$ cat config.mk
export PLATFORM = sky130hd
export DESIGN_NAME = mpgsa_ctrl
export DESIGN_NICKNAME = d
export VERILOG_FILES = /design/src/rtl/core/mpgsa_pkg.sv /design/src/rtl/core/mpgsa_ctrl.sv
export SDC_FILE = /design/constraint.sdc
export NUM_CORES = 1
export LEC_CHECK = 0
export BUFFER_PORTS_ARGS = -buffer_cell sky130_fd_sc_hd__buf_2
export CORE_AREA = 2 2 39 41
export DETAILED_ROUTE_END_ITERATION = 8
export DIE_AREA = 0 0 41 43
export SLEW_MARGIN = 0
export SYNTH_ARGS = -nofsm -noshare
export SYNTH_HDL_FRONTEND = slang
export SYNTH_SLANG_ARGS = --single-unit
$ cat constraint.sdc
create_clock -name clk -period 3 [get_ports clk]
set_input_delay 0 -clock clk [delete_from_list [all_inputs] [get_ports clk]]
set_output_delay 0 -clock clk [all_outputs]
set_load 0.05 [all_outputs]
$ cat src/rtl/core/mpgsa_pkg.sv
package mpgsa_pkg;

  localparam int POS_W   = 12;
  localparam int VAL_W   = 32;
  localparam int SIZE_W  = 13;
  localparam int APB_AW  = 3;
  localparam int APB_DW  = 32;

  localparam logic CMD_ACC  = 1'b0;
  localparam logic CMD_READ = 1'b1;

  localparam logic REG_PLANE_SIZE = 1'b0;

  localparam logic [SIZE_W-1:0] PLANE_SIZE_RST = 13'd4096;

  localparam logic signed [VAL_W-1:0] VAL_MAX = 32'sh7fff_ffff;
  localparam logic signed [VAL_W-1:0] VAL_MIN = 32'sh8000_0000;

  typedef struct packed {
    logic                    cmd;
    logic [POS_W-1:0]        position;
    logic signed [VAL_W-1:0] grad;
  } in_word_t;

  typedef struct packed {
    logic signed [VAL_W-1:0] value;
    logic                    index_error;
    logic                    saturated;
  } out_word_t;

  typedef struct packed {
    logic load;
    logic exec;
    logic clr;
  } dp_cmd_t;

  typedef struct packed {
    logic clr_last;
  } dp_sts_t;

endpackage

$ cat src/rtl/core/mpgsa_ctrl.sv
module mpgsa_ctrl (
  input  logic                clk,
  input  logic                rst,
  input  logic                start,
  output logic                busy,
  input  mpgsa_pkg::dp_sts_t  sts,
  output mpgsa_pkg::dp_cmd_t  cmd
);
  import mpgsa_pkg::*;

  typedef enum logic [1:0] {
    S_CLEAR,
    S_IDLE,
    S_RD,
    S_EX
  } state_t;

  state_t state;

  always_ff @(posedge clk) begin
    if (rst) begin
      state <= S_CLEAR;
      busy  <= 1'b1;
    end else begin
      unique case (state)
        S_CLEAR: begin
          if (sts.clr_last) begin
            state <= S_IDLE;
            busy  <= 1'b0;
          end
        end
        S_IDLE: begin
          if (start) begin
            state <= S_RD;
            busy  <= 1'b1;
          end
        end
        S_RD: begin
          state <= S_EX;
        end
        S_EX: begin
          state <= S_IDLE;
          busy  <= 1'b0;
        end
        default: begin
          state <= S_CLEAR;
          busy  <= 1'b1;
        end
      endcase
    end
  end

  assign cmd.load = start & (state == S_IDLE);
  assign cmd.exec = (state == S_EX);
  assign cmd.clr  = (state == S_CLEAR);

endmodule

==> impl_metrics.toml <==
[clock_network]
clk_latency_ps = 240
cts-htree-levels = 1
cts_tree = "built"
clk_path_buf_depth = 2
numCtsBuffers = 3
path_clk_slew_ps = 40
postCtsSetupBuffers = 0
clock-root-buffer = "clkbuf_4"
post_cts_resized = 0
clock_sinks = 3

[route]
vias = 204
first_iter_violations = 2
drc = 0
dr.pass1.iters = 4
antenna_left = 0
finalWirelength_um = 467
routedWlPerCell_um = 8.98
viasPerCell = 3.92

[pwr]
leakage_nw = 0.146
pwr-share-comb_pct = 50.5
finalPower_w = 0.000285
vdd.ir_drop.worst_mv = 0.171
p_sw_w = 0.000138
p_int_w = 0.000147
p_per_area_nw_per_um2 = 930
p_sw_share_pct = 48.4
clockPowerShare_pct = 26.4
p_seq_share_pct = 23.1

[global_route]
grt-ovfl-total = 0
globalRouteMet3Util_pct = 6.28
top_usage_layer = "met2"
grt_use_total_pct = 7.31
first_global_vias = 190
grt_pass1_wl_um = 793
grt_antenna_before_repair = 0
use_met2_pct = 9.38
use_met1_pct = 7.99
grt_max_degree = 6

[synth]
synth-seq-cells = 3
ys_seq_area_share_pct = 27.9
ys.warnings.count = 0
syn_area_um2 = 215
synth_cell_types = 14
synthCells = 24
syn_area_per_cell_um2 = 8.97
syn_nets = 33

[timing]
setup-tns-final_ps = 0
fin_crit_sh_pct = 43.2
period_needed_ps = 1300
setup_violations = 0
rsz0062_at_grt = "false"
slew_violations = 0
clock.fmax_mhz = 772
hold_ws_ps = 47.2
tightest_slew_ps = 255
hold_viol_final = 0
slew_headroom_pct = 83.1
clock-skew-final_ps = 11.4

[critical_path]
rr_worst_depth = 5
worstPathArrival_ps = 1300
r2r-start = "state[0]"
rr_endpoint = "state[0]"
crit_buf_inv = 2
rrSetupSlack_ps = 1740
cp.required_ps = 3000
critical_path.max_stage_delay_ps = 380
crit_path_cell_trace = "inv_1 > ha_1 > and2_1 > buf_2"
critPathKind = "flop to output pin"
cp-end-kind = "output pin"
crit_family = "flip-flops"
slowest_stage = "dfxtp_1"
crit_fanout = 4
crit_path_start_kind = "flop"

[floorplan]
ios = 8
die_h_um = 43
start_util_pct = 15.6
fp.dieW_um = 41
rows = 14
core_um2 = 1380
die_area_um2 = 1760

[placed_design]
io_buffers = 7
gp_congestion = 0.687
dp_hpwl_um = 369
postPlaceCellArea_um2 = 270

[final_layout]
final_common_cell = "buf_2"
design_area_um2 = 307
final_nets = 46
final_cell_mix = "7 x buf_2, 5 x ha_1, 3 x inv_1, 3 x dfxtp_1, 3 x clkbuf_4"
num-fill-cells = 153
drive_above_1_share_pct = 27.8
diodes = 0
synthToLayoutAreaGrowth_pct = 42.4

[job]
cap_violations = 0

[min_path]
min_from = "start"
whs_endpoint = "busy"
hold_class = "input pin to flop"
hold_depth = 3

[run_status]
status = "completed"
metal layers:
| layer | vias up | wire length, um |
|---|---|---|
| met2 | 6 | 211 |
| met1 | 93 | 205 |
| met5 | - | 0 |
| li1 | 105 | - |
| met4 | 0 | 0 |
| met3 | 0 | 50 |
cells in the mapped netlist, drive strengths merged:
master / number / area, um^2
a21oi: 2 / 10.0
a311oi: 1 / 8.76
a41oi: 1 / 8.76
and2: 1 / 6.26
and2b: 1 / 7.51
dfxtp: 3 / 60.1
ha: 5 / 62.6
inv: 3 / 11.3
nand2: 1 / 3.75
nand2b: 2 / 12.5
nand3: 1 / 5.00
nor2b: 1 / 6.26
o21ai: 1 / 5.00
o31ai: 1 / 7.51
power groups by stage:
stage | Clock [W] | Sequential (W) | Combinational, W
floorplan | 0 | 0.0000787 | 0.000104
global placement | 0 | 0.0000655 | 0.000143
detailed placement | 0 | 0.0000661 | 0.000144
CTS | 0.0000778 | 0.0000654 | 0.000145
global route | 0.0000833 | 0.0000679 | 0.000160
finish | 0.0000754 | 0.0000658 | 0.000144
worst max path at each step:
stage                   from  endpoint  cells after the start
floorplan           state[0]      busy                      5
global placement    state[0]  state[0]                      5
detailed placement  state[0]      busy                      5
CTS                 state[1]    cmd[2]                      4
global route        state[0]  state[0]                      5
finish              state[1]    cmd[2]                      4
sequential cells by signal (all words and copies together), names as in the netlist:
name   count
state      2
busy       1
worst register-to-register path: cells and delay by family (launching register included):
kind                       cells  cell delay [ps]
adders and majority gates      1              220
and+or+nand+nor                1              150
DFF                            1              390
buffers and inverters          1               90
AOI/OAI and AO/OA              2              310
cells by family after synthesis:
| logic type | count (synthesis) | share of synthesized area, % |
|---|---|---|
| buffers and inverters | 3 | 5.23 |
| AND/OR/NAND/NOR | 7 | 19.2 |
| AO/OA/AOI/OAI | 6 | 18.6 |
| adder cells (fa/ha/maj) | 5 | 29.1 |
| flip-flops | 3 | 27.9 |
per-stage QoR:
stage,utilization [%],cells,setup slack (ps)
after global placement,19.5,47,1720
after floorplan,-,24,1530
after detailed placement,19.5,47,1740
final,22.2,52,1700
after global routing,22.2,52,1590
after CTS,22.2,52,1710
layout make-up:
class	instances	area [um^2]	area share (%)
Inverter	3	11.3	3.67
Sequential cell	3	60.1	19.6
Timing Repair Buffer	8	45.0	14.7
Multi-Input combinational cell	18	144	46.9
Clock buffer	4	26.3	8.57
Tap cell	16	20.0	6.53
repair_timing:
item | 4_1_cts | 5_1_grt
hold buffers | 1 | 0
endpoints found under the setup margin | 0 | 0
endpoints found under the hold margin | 3 | 0
No activity file was read; power rests on OpenSTA's default activity.
