===== config.mk =====
export PLATFORM = sky130hd
export DESIGN_NAME = mpgsa_regs
export DESIGN_NICKNAME = d
export VERILOG_FILES = /design/src/rtl/core/mpgsa_pkg.sv /design/src/rtl/core/mpgsa_regs.sv
export SDC_FILE = /design/constraint.sdc
export NUM_CORES = 1
export LEC_CHECK = 0
export BUFFER_PORTS_ARGS = -buffer_cell sky130_fd_sc_hd__buf_2
export CORE_MARGIN = 4
export CORE_UTILIZATION = 31
export DETAILED_ROUTE_END_ITERATION = 7
export PLACE_DENSITY = 0.75
export SETUP_SLACK_MARGIN = 0.5
export SLEW_MARGIN = 5
export SYNTH_ARGS = -nofsm -noshare
export SYNTH_HDL_FRONTEND = slang
export SYNTH_SLANG_ARGS = --single-unit

===== constraint.sdc =====
create_clock -name clk -period 1 [get_ports clk]
set_clock_uncertainty 0.2 [all_clocks]
set_input_delay 0.05 -clock clk [delete_from_list [all_inputs] [get_ports clk]]
set_output_delay 0.05 -clock clk [all_outputs]
set_load 0.005 [all_outputs]

===== src/rtl/core/mpgsa_pkg.sv =====
package mpgsa_pkg;

  localparam int POS_W   = 12;
  localparam int VAL_W   = 32;
  localparam int SIZE_W  = 13;
  localparam int APB_AW  = 3;
  localparam int APB_DW  = 32;

  localparam logic CMD_ACC  = 1'b0;
  localparam logic CMD_READ = 1'b1;

  localparam logic REG_PLANE_SIZE = 1'b0;

  localparam logic [SIZE_W-1:0] PLANE_SIZE_RST = 13'd4096;

  localparam logic signed [VAL_W-1:0] VAL_MAX = 32'sh7fff_ffff;
  localparam logic signed [VAL_W-1:0] VAL_MIN = 32'sh8000_0000;

  typedef struct packed {
    logic                    cmd;
    logic [POS_W-1:0]        position;
    logic signed [VAL_W-1:0] grad;
  } in_word_t;

  typedef struct packed {
    logic signed [VAL_W-1:0] value;
    logic                    index_error;
    logic                    saturated;
  } out_word_t;

  typedef struct packed {
    logic load;
    logic exec;
    logic clr;
  } dp_cmd_t;

  typedef struct packed {
    logic clr_last;
  } dp_sts_t;

endpackage


===== src/rtl/core/mpgsa_regs.sv =====
module mpgsa_regs (
  input  logic                           clk,
  input  logic                           rst,
  input  logic                           psel,
  input  logic                           penable,
  input  logic                           pwrite,
  input  logic [mpgsa_pkg::APB_AW-1:0]   paddr,
  input  logic [mpgsa_pkg::APB_DW-1:0]   pwdata,
  output logic [mpgsa_pkg::APB_DW-1:0]   prdata,
  output logic                           pready,
  output logic [mpgsa_pkg::SIZE_W-1:0]   plane_size
);
  import mpgsa_pkg::*;

  logic wr_en;
  logic sel_size;

  assign pready   = 1'b1;
  assign sel_size = (paddr[2] == REG_PLANE_SIZE);
  assign wr_en    = psel & penable & pwrite & pready;

  always_ff @(posedge clk) begin
    if (rst) begin
      plane_size <= PLANE_SIZE_RST;
    end else if (wr_en && sel_size) begin
      plane_size <= pwdata[SIZE_W-1:0];
    end
  end

  assign prdata = sel_size ? {{(APB_DW-SIZE_W){1'b0}}, plane_size} : '0;

endmodule


==> results.sh, run 1 <==
export IMPL_path_buf_inv=1
export IMPL_tritoncts_clock_tree="done"
export IMPL_layout_area_overhead_vs_synth_pct=61.30
export IMPL_max_cap_violations=0
export IMPL_worst_r2r_endpoint="plane_size[11]$_SDFFE_PP0P_"
export IMPL_critPathArrivalTime_ns=0.91
export IMPL_timing_critical_path_fanout_max=2
export IMPL_grt_overflow_total=0
export IMPL_n_fill_cell=229
export IMPL_post_synth_fa_ha_maj_area_fraction=0
export IMPL_final_min_clock_period_ns=1.157
export IMPL_chipHeight_um=60.27
export IMPL_register_bit_total_from_synthesis=13
export IMPL_synth_simple_gate_area_frac=0.3028
export IMPL_num_antenna_cells=0
export IMPL_reg2reg_slack_ns=0.01
export IMPL_gp_routability_congestion=0.6816
export IMPL_fin_cells=180
export IMPL_crit_path_leading_delay_family="flip-flops"
export IMPL_max_clock_freq_mhz=864.2
export IMPL_global_route_wire_length_before_repair_mm=3.022
export IMPL_synth_mux_area_fraction=0.1536
export IMPL_port_buffer_count=44
export IMPL_detail_route_first_pass_iterations=2
export IMPL_registers_top_by_ff_count="plane_size"
export IMPL_run_status="complete, but fails checks"
export IMPL_timing_reg2reg_worst_path_depth=4
export IMPL_gr_usage_all_layers=0.1103
export IMPL_worstSetupPathDepth=2
export IMPL_ys_types=12
export IMPL_critical_path_cell_chain="and2b_2, buf_6"
export IMPL_start_util=0.3328
export IMPL_worstSetupStartpoint="plane_size[12]$_SDFFE_PP1P_"
export IMPL_share_of_cells_above_drive_strength_1=0.6200
export IMPL_drt_drc_violations_left=0
export IMPL_placed_cells=163
export IMPL_route_detailed_vias_per_inst=4.128
export IMPL_cts_made_buffers=3
export IMPL_synth_compound_area_share=0
export IMPL_rsz0062_at_grt="true"
export IMPL_required_ns=0.75
export IMPL_clock_sink_count=13
export IMPL_vias_in_the_first_global_route=697
export IMPL_post_dp_hpwl_mm=1.437
export IMPL_largest_register_ffs=13
export IMPL_ctsRootBufferMaster="sky130_fd_sc_hd__clkbuf_4"
export IMPL_largest_family_of_logic_cells_by_synthesized_area="simple AND/OR/NAND/NOR gates"
export IMPL_synth_cell_area_um2=847.1
export IMPL_maximum_number_of_pins_on_one_net_before_global_route_repair=27
export IMPL_io_pins=86
export IMPL_largest_stage_delay_on_the_critical_path_ns=0.33
export IMPL_hold_class="in2reg"
export IMPL_worst_setup_slack_final_ns=-0.1571
export IMPL_fin_total_pwr_w=0.001085
export IMPL_whs_ns=-0.1744
export IMPL_setup_violators_final=20
export IMPL_detail_route_wl_per_cell_um=11.97
export IMPL_critical_path_endpoint_type="output pin"
export IMPL_power_density_cell_area_nw_per_um2=794.1
export IMPL_ant_nets=0
export IMPL_hold_viol=13
export IMPL_design_die_area_um2=3632
export IMPL_row_count=18
export IMPL_die_x_um=60.27
export IMPL_crit_type="reg2out"
export IMPL_finalMaxSlewViolations=0
export IMPL_synth_xor_area_frac=0
export IMPL_post_synth_inst_count=93
export IMPL_setup_worst_path_start_class="register"
export IMPL_vdd_drop_max_uv=586.0
export IMPL_final_net_count=191
export IMPL_setup_worst_path_end="prdata[12]"
export IMPL_final_core_utilization=0.5369
export IMPL_route_final_wire_length_mm=2.154
export IMPL_largest_registers="plane_size x13"
export IMPL_crit_reg2reg_launch="plane_size[11]$_SDFFE_PP0P_"
export IMPL_cp_slowest_cell="sky130_fd_sc_hd__dfxtp_2"
export IMPL_worst_setup_hold_path_clk_slew_ns=0.08
export IMPL_violations="hold timing, setup timing"
export IMPL_drt_iter0_drc=38
export IMPL_clk_path_buf_depth=2
export IMPL_antenna_found_initial=0
export IMPL_total_leakage_power_nw=0.6520
export IMPL_cts_h_tree_lvls=1
export IMPL_yosysSeqAreaShare=0.3072
export IMPL_yosys_warnings=0
export IMPL_syn_avg_cell_area_um2=9.108
export IMPL_vias=743
export IMPL_timing_final_crit_share=1.157
export IMPL_insertion_delay_ns=0.27
export IMPL_core_area_um2=2545
==> metrics by stage <==
| stage | setup TNS (ns) | worst slack (ns) | instance area, µm² |
|---|---|---|---|
| final | -1.844 | -0.1571 | 1366 |
| after global placement | -0.5697 | -0.05102 | 1041 |
| after floorplan | 0 | 0.03827 | 954.7 |
| after detailed placement | -0.8444 | -0.1084 | 1041 |
| after global routing | -2.557 | -0.1852 | 1366 |
| after CTS | -1.885 | -0.1481 | 1252 |
==> routing by layer <==
layer / up-vias / routed length [µm] / part of all wire / track usage
met5: - / 0 / 0 / 0
met1: 339 / 882 / 0.41 / 0.1287
li1: 362 / - / - / -
met2: 40 / 1056 / 0.49 / 0.1991
met4: 0 / 11 / 0.0051 / 0.03797
met3: 2 / 203 / 0.094 / 0.01944
==> kinds of logic (layout without fill, tap and decap cells) <==
family,Yosys count,in the layout
AND/OR/NAND/NOR,40,40
flip-flops,13,13
multiplexers,13,13
buffers and inverters,25,64
other,2,20
==> tightest hold or removal path, stage by stage <==
cell and delay, ns:
sky130_fd_sc_hd__buf_2 0.10, sky130_fd_sc_hd__nand2b_1 0.05, sky130_fd_sc_hd__mux2i_1 0.06
==> where the power goes <==
part / switching [W] / internal (W) / total (W)
clock: 0.000167 / 0.000154 / 0.000321
sequential: 0.00000884 / 0.000531 / 0.000540
combinational: 0.000101 / 0.000124 / 0.000225
==> cell usage in the layout (no fill, tap or decap) <==
master / synthesis / final
sky130_fd_sc_hd__buf_2: 0 / 34
sky130_fd_sc_hd__buf_6: 1 / 25
sky130_fd_sc_hd__nand2b_1: 24 / 21
sky130_fd_sc_hd__conb_1: 2 / 20
sky130_fd_sc_hd__mux2i_1: 13 / 13
sky130_fd_sc_hd__dfxtp_2: 0 / 13
sky130_fd_sc_hd__nor2b_4: 0 / 10
sky130_fd_sc_hd__and2b_2: 3 / 3
sky130_fd_sc_hd__nand2b_4: 0 / 3
sky130_fd_sc_hd__clkbuf_4: 0 / 3
sky130_fd_sc_hd__and4b_1: 1 / 1
sky130_fd_sc_hd__nor2_4: 0 / 1
sky130_fd_sc_hd__nor2_1: 2 / 1
sky130_fd_sc_hd__clkbuf_1: 3 / 1
sky130_fd_sc_hd__buf_4: 20 / 1
==> area by class of cell <==
cell class	instances	area, µm²	share of cell area
Multi-Input combinational cell	73	566.8	0.4148
Timing Repair Buffer	60	459.2	0.3361
Sequential cell	13	276.5	0.2024
Tap cell	30	37.54	0.02747
Clock buffer	4	26.28	0.01923
==> synth_stat cells <==
master	n	area share
sky130_fd_sc_hd__buf_12	1	0.024
sky130_fd_sc_hd__nor2_1	2	0.0089
sky130_fd_sc_hd__clkbuf_1	3	0.013
sky130_fd_sc_hd__nand2b_1	24	0.18
sky130_fd_sc_hd__conb_1	2	0.0089
sky130_fd_sc_hd__and2b_2	3	0.031
sky130_fd_sc_hd__and4b_1	1	0.012
sky130_fd_sc_hd__buf_6	1	0.013
sky130_fd_sc_hd__nor2b_1	10	0.074
sky130_fd_sc_hd__mux2i_1	13	0.15
sky130_fd_sc_hd__dfxtp_1	13	0.31
sky130_fd_sc_hd__buf_4	20	0.18
==> how the worst min path moves through the flow <==
stage	startpoint	end	slack, ns	cells past startpoint
2_1_floorplan	pwdata[7]	plane_size[7]$_SDFFE_PP0P_	-0.003	2
3_3_place_gp	pwdata[7]	plane_size[7]$_SDFFE_PP0P_	0.11	3
3_5_place_dp	pwdata[2]	plane_size[2]$_SDFFE_PP0P_	0.12	3
4_1_cts	pwdata[2]	plane_size[2]$_SDFFE_PP0P_	-0.18	3
5_1_grt	pwdata[2]	plane_size[2]$_SDFFE_PP0P_	-0.16	3
6_report	pwdata[6]	plane_size[6]$_SDFFE_PP0P_	-0.17	3
==> what timing repair did <==
action                                  CTS  global route
pin swaps                                 1             0
resized for setup                        33            15
endpoints found under the hold margin    13            13
endpoints found under the setup margin   39            39
setup buffers                             8             5
No activity file was read; power rests on OpenSTA's default activity.
==> inputs of run 2 (changes only) <==
--- a/config.mk
+++ b/config.mk
@@ -6,9 +6,11 @@
 export NUM_CORES = 1
 export LEC_CHECK = 0
 export BUFFER_PORTS_ARGS = -buffer_cell sky130_fd_sc_hd__buf_2
+export CAP_MARGIN = 20
 export CORE_MARGIN = 4
 export CORE_UTILIZATION = 31
 export DETAILED_ROUTE_END_ITERATION = 7
+export MAX_ROUTING_LAYER = met4
 export PLACE_DENSITY = 0.75
 export SETUP_SLACK_MARGIN = 0.5
 export SLEW_MARGIN = 5
==> results.sh, run 2 (synthesis gave the netlist of run 1 again) <==
export IMPL_groute_layer_met2_usage=0.1991
export IMPL_timing_final_crit_share=1.157
export IMPL_required_ns=0.75
export IMPL_gr_usage_all_layers=0.1134
export IMPL_finalMaxSlewViolations=0
export IMPL_final_net_count=191
export IMPL_timing_critical_path_fanout_max=2
export IMPL_final_min_clock_period_ns=1.157
export IMPL_drt_drc_violations_left=0
export IMPL_fin_cells=180
export IMPL_hold_viol=13
export IMPL_setup_worst_path_end="prdata[12]"
export IMPL_crit_reg2reg_launch="plane_size[11]$_SDFFE_PP0P_"
export IMPL_share_of_cells_above_drive_strength_1=0.6200
export IMPL_die_x_um=60.27
export IMPL_cts_made_buffers=3
export IMPL_met1_usage=0.1287
export IMPL_gp_routability_congestion=0.6886
export IMPL_port_buffer_count=44
export IMPL_drt_iter0_drc=38
export IMPL_global_route_usage_met3=0.01944
export IMPL_start_util=0.3328
export IMPL_run_status="complete, but fails checks"
export IMPL_antenna_found_initial=0
export IMPL_timing_reg2reg_worst_path_depth=4
export IMPL_ctsRootBufferMaster="sky130_fd_sc_hd__clkbuf_4"
export IMPL_post_dp_hpwl_mm=1.437
export IMPL_largest_register_ffs=13
export IMPL_core_area_um2=2545
export IMPL_setup_violators_final=20
export IMPL_hold_class="in2reg"
export IMPL_num_antenna_cells=0
export IMPL_io_pins=86
export IMPL_setup_worst_path_start_class="register"
export IMPL_route_detailed_vias_per_inst=4.128
export IMPL_whs_ns=-0.1744
export IMPL_grt_busiest_layer="met2"
export IMPL_commonest_cells_after_routing_fill_and_taps_aside="sky130_fd_sc_hd__buf_2, sky130_fd_sc_hd__buf_6, sky130_fd_sc_hd__nand2b_1"
export IMPL_row_count=18
export IMPL_vias_in_the_first_global_route=697
export IMPL_maximum_number_of_pins_on_one_net_before_global_route_repair=27
export IMPL_clk_path_buf_depth=2
export IMPL_reg2reg_slack_ns=0.01
export IMPL_max_cap_violations=0
export IMPL_rsz0062_at_grt="true"
export IMPL_ant_nets=0
export IMPL_placed_cells=163
export IMPL_mostFrequentLayoutCell="sky130_fd_sc_hd__buf_2"
export IMPL_dp_worst_setup_slack_ns=-0.1084
export IMPL_tritoncts_clock_tree="done"
export IMPL_worst_setup_hold_path_clk_slew_ns=0.08
export IMPL_n_fill_cell=229
export IMPL_cts_h_tree_lvls=1
export IMPL_critPathArrivalTime_ns=0.91
export IMPL_crit_type="reg2out"
export IMPL_total_leakage_power_nw=0.6520
export IMPL_vdd_drop_max_uv=586.0
export IMPL_insertion_delay_ns=0.27
export IMPL_violations="hold timing, setup timing"
export IMPL_worstSetupStartpoint="plane_size[12]$_SDFFE_PP1P_"
export IMPL_critical_path_endpoint_type="output pin"
export IMPL_layout_area_overhead_vs_synth_pct=61.30
export IMPL_worst_r2r_endpoint="plane_size[11]$_SDFFE_PP0P_"
export IMPL_detail_route_wl_per_cell_um=11.97
export IMPL_design_die_area_um2=3632
export IMPL_vias=743
export IMPL_chipHeight_um=60.27
export IMPL_max_clock_freq_mhz=864.2
export IMPL_route_final_wire_length_mm=2.154
export IMPL_grt_overflow_total=0
export IMPL_global_route_wire_length_before_repair_mm=3.022
export IMPL_largest_registers="plane_size x13"
export IMPL_worst_setup_slack_final_ns=-0.1571
export IMPL_registers_top_by_ff_count="plane_size"
export IMPL_power_density_cell_area_nw_per_um2=794.2
export IMPL_detail_route_first_pass_iterations=2
export IMPL_clock_sink_count=13
## run 2: cell counts in the layout (fill, tap and decap cells not counted)
Identical to the previous run, type by type.
## run 2: power breakdown
part	internal [W]	leakage, nW	switching (W)
clock network	0.000154	0.0150	0.000167
logic	0.000124	0.526	0.000101
registers	0.000531	0.111	0.00000884
## run 2: cell type report
type,instances,area [µm²],share of cell area
Tap cell,30,37.54,0.02747
Sequential cell,13,276.5,0.2024
Clock buffer,4,26.28,0.01923
Timing Repair Buffer,60,459.2,0.3361
Multi-Input combinational cell,73,566.8,0.4148
## run 2: metal layers
metal	vias to the layer above	share of wire
li1	362	-
met1	339	0.41
met2	40	0.49
met3	2	0.094
met4	0	0.0051
met5	-	0
## run 2: through the flow
stage               setup TNS, ns  cell area, µm²  total power (W)  utilization  hold slack (ns)
floorplan                       0           954.7        0.0007030            -        -0.002839
global placement          -0.5697            1041        0.0007064       0.4090           0.1097
detailed placement        -0.8444            1041        0.0007118       0.4090           0.1208
CTS                        -1.885            1252         0.001077       0.4921          -0.1827
global route               -2.557            1366         0.001140       0.5369          -0.1617
finish                     -1.844            1366         0.001085       0.5369          -0.1744
## run 2: critical path: stages, from the launching register on
cell and delay, ns:
sky130_fd_sc_hd__dfxtp_2 0.33, sky130_fd_sc_hd__and2b_2 0.20, sky130_fd_sc_hd__buf_6 0.11
## run 2: worst min-delay path by stage
stage	start	endpoint	slack [ns]	depth (start not counted)
final	pwdata[6]	plane_size[6]$_SDFFE_PP0P_	-0.17	3
after global routing	pwdata[2]	plane_size[2]$_SDFFE_PP0P_	-0.16	3
after CTS	pwdata[2]	plane_size[2]$_SDFFE_PP0P_	-0.18	3
after detailed placement	pwdata[2]	plane_size[2]$_SDFFE_PP0P_	0.12	3
after global placement	pwdata[7]	plane_size[7]$_SDFFE_PP0P_	0.11	3
after floorplan	pwdata[7]	plane_size[7]$_SDFFE_PP0P_	-0.003	2
## run 2: what timing repair did
item	CTS	global route
resized for setup	33	15
buffers inserted	8	5
endpoints found under the setup margin	39	39
pin swaps	1	0
endpoints found under the hold margin	13	13
